[src/design/rcfc_pkg.sv]
// Shared types, constants and helpers for the rolling code frame codec.
package rcfc_pkg;

  localparam int unsigned FrameW  = 56;
  localparam int unsigned SerialW = 24;
  localparam int unsigned ButtonW = 4;
  localparam int unsigned CountW  = 16;
  localparam int unsigned KeyW    = 8;
  localparam int unsigned NumBytes = FrameW / 8;

  localparam logic [KeyW-1:0] KeyReset = 8'hA7;

  typedef enum logic {
    CmdGenerate = 1'b0,
    CmdDecode   = 1'b1
  } cmd_e;

  typedef struct packed {
    cmd_e               cmd;
    logic [SerialW-1:0] serial;
    logic [ButtonW-1:0] button;
    logic [CountW-1:0]  counter;
    logic [FrameW-1:0]  frame;
  } item_t;

  typedef struct packed {
    logic [FrameW-1:0]  frame;
    logic [ButtonW-1:0] button;
    logic [CountW-1:0]  counter;
    logic [SerialW-1:0] serial;
    logic               checksum_ok;
  } result_t;

  // XOR of both nibbles of every byte
  function automatic logic [3:0] nibble_fold(input logic [FrameW-1:0] frame);
    logic [3:0] acc;
    acc = 4'h0;
    for (int k = 0; k < NumBytes; k++) begin
      acc = acc ^ frame[8*k +: 4] ^ frame[8*k+4 +: 4];
    end
    return acc;
  endfunction

endpackage

[src/design/rolling_code_frame_codec_top.sv]
// Top level of the rolling code frame codec: input register, codec logic, result register.
//
// Takes one transaction per clock (busy_o stays low) and returns its result through the
// input register and the result register, for one cycle marked by valid_o; the receiver
// cannot stall, so no buffering beyond the result register is needed. These registers
// surround the combinational XOR and packing logic. cmd 0 builds an obfuscated frame from
// serial, button, counter and key_byte; cmd 1 undoes the obfuscation of frame_in and
// reports the fields and the nibble checksum. key_byte resets to 0xA7 and is written
// through the cfg channel; the user must write it only while idle, which is not enforced.
module rolling_code_frame_codec_top (
  input  logic                           clk_i,
  input  logic                           rst_ni,
  input  logic                           start_i,
  output logic                           busy_o,
  input  logic                           cmd_i,
  input  logic [rcfc_pkg::SerialW-1:0]   serial_in_i,
  input  logic [rcfc_pkg::ButtonW-1:0]   button_in_i,
  input  logic [rcfc_pkg::CountW-1:0]    counter_in_i,
  input  logic [rcfc_pkg::FrameW-1:0]    frame_in_i,
  input  logic                           cfg_valid_i,
  output logic                           cfg_ready_o,
  input  logic [rcfc_pkg::KeyW-1:0]      cfg_data_i,
  output logic                           valid_o,
  output logic [rcfc_pkg::FrameW-1:0]    frame_out_o,
  output logic [rcfc_pkg::ButtonW-1:0]   button_out_o,
  output logic [rcfc_pkg::CountW-1:0]    counter_out_o,
  output logic [rcfc_pkg::SerialW-1:0]   serial_out_o,
  output logic                           checksum_ok_o
);

  logic                        accept;
  logic [rcfc_pkg::KeyW-1:0]   key_q;
  logic                        in_vld_q;
  rcfc_pkg::item_t             item_q;
  rcfc_pkg::item_t             item_d;
  rcfc_pkg::result_t           res_d;
  rcfc_pkg::result_t           res_q;
  logic                        out_vld_q;

  assign busy_o      = 1'b0;
  assign cfg_ready_o = 1'b1;
  assign accept      = start_i && !busy_o;

  assign item_d.cmd     = rcfc_pkg::cmd_e'(cmd_i);
  assign item_d.serial  = serial_in_i;
  assign item_d.button  = button_in_i;
  assign item_d.counter = counter_in_i;
  assign item_d.frame   = frame_in_i;

  always_ff @(posedge clk_i or negedge rst_ni) begin
    if (!rst_ni) begin
      key_q     <= rcfc_pkg::KeyReset;
      in_vld_q  <= 1'b0;
      out_vld_q <= 1'b0;
    end else begin
      if (cfg_valid_i && cfg_ready_o) begin
        key_q <= cfg_data_i;
      end
      in_vld_q  <= accept;
      out_vld_q <= in_vld_q;
    end
  end

  // payload registers: no reset
  always_ff @(posedge clk_i) begin
    if (accept) begin
      item_q <= item_d;
    end
    if (in_vld_q) begin
      res_q <= res_d;
    end
  end

  rcfc_core u_core (
    .item_i     (item_q),
    .key_byte_i (key_q),
    .result_o   (res_d)
  );

  assign valid_o       = out_vld_q;
  assign frame_out_o   = res_q.frame;
  assign button_out_o  = res_q.button;
  assign counter_out_o = res_q.counter;
  assign serial_out_o  = res_q.serial;
  assign checksum_ok_o = res_q.checksum_ok;

  a_result_follows_accept: assert property (@(posedge clk_i) disable iff (!rst_ni)
    valid_o |-> $past(start_i && !busy_o, 2))
    else $error("result strobe without an accepted transaction two cycles earlier");

  a_no_result_without_accept: assert property (@(posedge clk_i) disable iff (!rst_ni)
    in_vld_q |=> valid_o)
    else $error("accepted transaction dropped before the result register");

  a_modes_exclusive: assert property (@(posedge clk_i) disable iff (!rst_ni)
    (valid_o && checksum_ok_o) |-> (frame_out_o == '0))
    else $error("decode result carries a generated frame");

endmodule

[src/design/rcfc_core.sv]
// Combinational frame builder and frame checker for one transaction.
module rcfc_core (
  input  rcfc_pkg::item_t              item_i,
  input  logic [rcfc_pkg::KeyW-1:0]    key_byte_i,
  output rcfc_pkg::result_t            result_o
);

  logic [rcfc_pkg::FrameW-1:0] plain_gen;
  logic [rcfc_pkg::FrameW-1:0] enc_gen;
  logic [rcfc_pkg::FrameW-1:0] plain_dec;
  logic [3:0]                  gen_sum;

  always_comb begin
    plain_gen = {key_byte_i, item_i.button, 4'h0, item_i.counter, item_i.serial};
    gen_sum   = rcfc_pkg::nibble_fold(plain_gen);
    plain_gen[43:40] = gen_sum;
    // keep the top byte, then chain each lower byte with the previous obfuscated byte
    enc_gen[rcfc_pkg::FrameW-1 -: 8] = plain_gen[rcfc_pkg::FrameW-1 -: 8];
    for (int k = rcfc_pkg::NumBytes - 2; k >= 0; k--) begin
      enc_gen[8*k +: 8] = plain_gen[8*k +: 8] ^ enc_gen[8*(k+1) +: 8];
    end
  end

  assign plain_dec = item_i.frame ^ {8'h00, item_i.frame[rcfc_pkg::FrameW-1:8]};

  always_comb begin
    result_o = '0;
    unique case (item_i.cmd)
      rcfc_pkg::CmdGenerate: begin
        result_o.frame = enc_gen;
      end
      rcfc_pkg::CmdDecode: begin
        result_o.button      = plain_dec[47:44];
        result_o.counter     = plain_dec[39:24];
        result_o.serial      = plain_dec[23:0];
        result_o.checksum_ok = (rcfc_pkg::nibble_fold(plain_dec) == 4'h0);
      end
      default: result_o = '0;
    endcase
  end

endmodule
[config.mk]
export PLATFORM = sky130hd
export DESIGN_NAME = rolling_code_frame_codec_top
export DESIGN_NICKNAME = d
export VERILOG_FILES = /design/src/design/rcfc_pkg.sv /design/src/design/rolling_code_frame_codec_top.sv /design/src/design/rcfc_core.sv
export SDC_FILE = /design/constraint.sdc
export NUM_CORES = 1
export LEC_CHECK = 0
export BUFFER_PORTS_ARGS = -buffer_cell sky130_fd_sc_hd__buf_2
export CORE_UTILIZATION = 25
export DETAILED_ROUTE_END_ITERATION = 7
export GPL_ROUTABILITY_DRIVEN = 0
export SLEW_MARGIN = 15
export SYNTH_ARGS = -nofsm -noshare
export SYNTH_HDL_FRONTEND = slang
export SYNTH_SLANG_ARGS = --single-unit
[constraint.sdc]
create_clock -name clk_i -period 3.85 [get_ports clk_i]
set_clock_uncertainty 0.15 [all_clocks]
set_input_delay 0.5775 -clock clk_i [delete_from_list [all_inputs] [get_ports clk_i]]
set_output_delay 0.5775 -clock clk_i [all_outputs]
set_load 0.005 [all_outputs]
==> impl_metrics.ini <==
[yosys]
synth-edff-count = 198
synthTopCellsByArea = edfxtp_1 (72%), xor2_1 (7.4%), and2_1 (3.3%)
synth_fa_ha_area_share_pct = 0
synth_compound_area_share_pct = 0
async_flop_share_pct = 4.808
yosys_register_bits = 208
synthSimpleGateAreaFrac_pct = 6.430
synth_top_family_by_area = XOR/XNOR gates
ys.warnings.count = 0
ys_top_cells_by_count = edfxtp_1 (198), xor2_1 (70), and2_1 (44)
post_synth.cell_area_avg_um2 = 18.14
yosysTopAreaCell = edfxtp_1
postSynthCellCount = 457
ys.flop_type = edfxtp_1
yosysTopAreaCellShare_pct = 71.73
ys_types = 19
synth.most_common_cell = edfxtp_1
syn-num-nets = 570
syn_area_mm2 = 0.008289
ys_seq_area_share_pct = 74.82
synthMuxAreaShare_pct = 1.087
synthXorXnorAreaFrac_pct = 16.85

[setup_path]
reg2reg_to = frame_out_o[5]
worstPathArrival_ns = 2.44
critPathLaunchType = flip-flop
crit_fanout = 8
cp-end-kind = flip-flop
rrSetupSlack_ns = 1.63
reg2reg_depth = 4
worstSetupPathType = flip-flop to flip-flop
max_stage_delay_ns = 0.61
path_cells = xnor3_2 -> xnor2_4 -> xnor2_1 -> nor2b_1
required_ns = 4.07
r2r-start = key_q[5]
critPathSlowestCell = dfstp_2

[power_and_ir_drop]
p_sw_w = 0.001441
seq_power_share_pct = 47.5
leakage_nw = 4.277
netSwitchingFraction_pct = 23.23
cellPowerDensity_mw_per_mm2 = 580.1
total_power_w = 0.006202
power_frac_comb_pct = 16.3
p_clk_share_pct = 36.2
vdd_ir_drop_max_mv = 0.5330
internal_power_w = 0.004762

[worst_hold_path]
hold_path.class = input pin to flip-flop
min_to = item_q[75]
min_from = button_in_i[3]
holdPathStages = 1

[cts]
clk-insertion-delay-late_ns = 0.51
cts_buffers = 24
clockBufferDepth = 3
postCtsHoldBufs = 1
ctsHtreeMaxLevel = 1
post_cts_buffers = 0
cts_resized = 0
cts_tree = yes
cts_sinks = 208
clkTransAtPathRegs_ns = 0.06
root_buffer = clkbuf_16

[floorplanning]
core-area_mm2 = 0.03262
die_area_mm2 = 0.03389
fp.dieH_um = 184.1
die_w_um = 184.1
io-pin-count = 217
initial_core_util_pct = 25.41
fp-row-count = 66

[global_routing]
first_global_vias = 4394
grt_usage_pct = 10.07
overflow = 0
grt_pass1_wl_um = 25530
antenna_found_initial = 1
grt_max_degree = 71

[timing]
hold_viol_final = 0
rsz0062_at_grt = false
fin_crit_ns = 2.219
max_freq_mhz = 450.7
finalSetupViolations = 0
drv_slew = 0
slew-limit-headroom_pct = 36.28
worstMarginPinSlew_ns = 0.9559
finalCritPeriodShare_pct = 57.63
tns_ns = 0

[placed_design]
portBuffers = 210
dpl.hpwl_um = 11610

[detailed_routing]
drtAntennaViolNets = 0
drtIter0Drc = 158
wl_per_cell_um = 14.67
num_vias = 4253
viasPerCell = 3.711
drc = 0
firstDrtPassIters = 4
wl_um = 16810

[layout]
layout-drive-gt1-share_pct = 39.12
fin_nets = 798
synthToLayoutAreaGrowth_pct = 28.98

[flow_run]
max_cap_violations = 0

[status]
outcome = completed
how the worst max path moves through the flow:
stage	end	start	slack (ns)	depth (start not counted)
finish	frame_out_o[5]	key_q[5]	1.63	4
global placement	item_q[40]	start_i	1.61	2
floorplan	button_out_o[0]	in_vld_q	0.89	0
global route	frame_out_o[40]	key_q[4]	1.52	4
CTS	frame_out_o[40]	key_q[4]	1.59	4
detailed placement	item_q[32]	start_i	1.58	2
stage by stage:
| step | std cells | hold WS, ns | util (%) | setup WS [ns] | instance area [µm²] |
|---|---|---|---|---|---|
| 3_5_place_dp | 1100 | 0.3029 | 30.32 | 1.584 | 9889 |
| 5_1_grt | 1146 | 0.05259 | 32.78 | 1.523 | 10690 |
| 4_1_cts | 1145 | 0.05067 | 32.77 | 1.593 | 10690 |
| 3_3_place_gp | 1100 | 0.3033 | 30.32 | 1.608 | 9889 |
| 6_report | 1146 | 0.08404 | 32.78 | 1.631 | 10690 |
| 2_1_floorplan | 457 | 0.1319 | - | 0.8907 | 8289 |
layout make-up:
type | count | area, µm²
Fill cell | 3185 | 21930
Sequential cell | 208 | 6206
Multi-Input combinational cell | 235 | 2027
Timing Repair Buffer | 216 | 1114
Clock buffer | 33 | 685.7
Tap cell | 442 | 553.0
Clock inverter | 11 | 103.9
Antenna cell | 1 | 2.502
power groups by stage:
stage / sequential [W] / clock, W / combinational, W
4_1_cts: 0.00295 / 0.00233 / 0.00103
3_3_place_gp: 0.00299 / 0 / 0.00102
6_report: 0.00294 / 0.00225 / 0.00101
3_5_place_dp: 0.00300 / 0 / 0.00103
5_1_grt: 0.00298 / 0.00242 / 0.00113
2_1_floorplan: 0.00300 / 0 / 0.000646
cells by family after synthesis:
group / after synthesis
DFF: 208
muxes: 8
other: 2
and+or+nand+nor: 102
xor gates and xnor gates: 123
buffers and inverters: 14
sequential cells by signal, summed over array words and instances, names as in the netlist:
| signal | count |
|---|---|
| counter_out_o | 16 |
| in_vld_q | 1 |
| serial_out_o | 24 |
| key_q | 8 |
| button_out_o | 4 |
| valid_o | 1 |
| checksum_ok_o | 1 |
| item_q | 97 |
| frame_out_o | 56 |
worst max-delay path: cells and delay by family, from the launching register on:
kind | cells | cell delay [ns]
xor gates and xnor gates | 3 | 1.11
and+or+nand+nor | 1 | 0.19
DFF | 1 | 0.61
routing by layer:
metal  track usage (%)  up-vias  part of all wire, %
li1                  -     2070                    -
met1             11.86     2035                   41
met2             18.12      116                   51
met3             1.897       32                  4.3
met4             3.667        0                  3.1
met5                 0        -                    0
cell usage in the layout, fill, tap and decap left out, types with 2 or more instances in the layout:
master,n
buf_2,209
edfxtp_1,198
xor2_1,70
and2_1,44
nor2_1,41
xnor2_1,30
clkbuf_16,25
nor2b_1,15
xnor3_1,12
mux2_2,8
clkinv_2,5
clkbuf_1,5
buf_4,5
dfstp_2,5
xnor3_2,4
dfrtp_1,4
xnor2_4,3
xnor2_2,3
clkbuf_8,3
clkinv_1,3
conb_1,2
bufinv_16,2
Power figures use the tool's default switching activity.
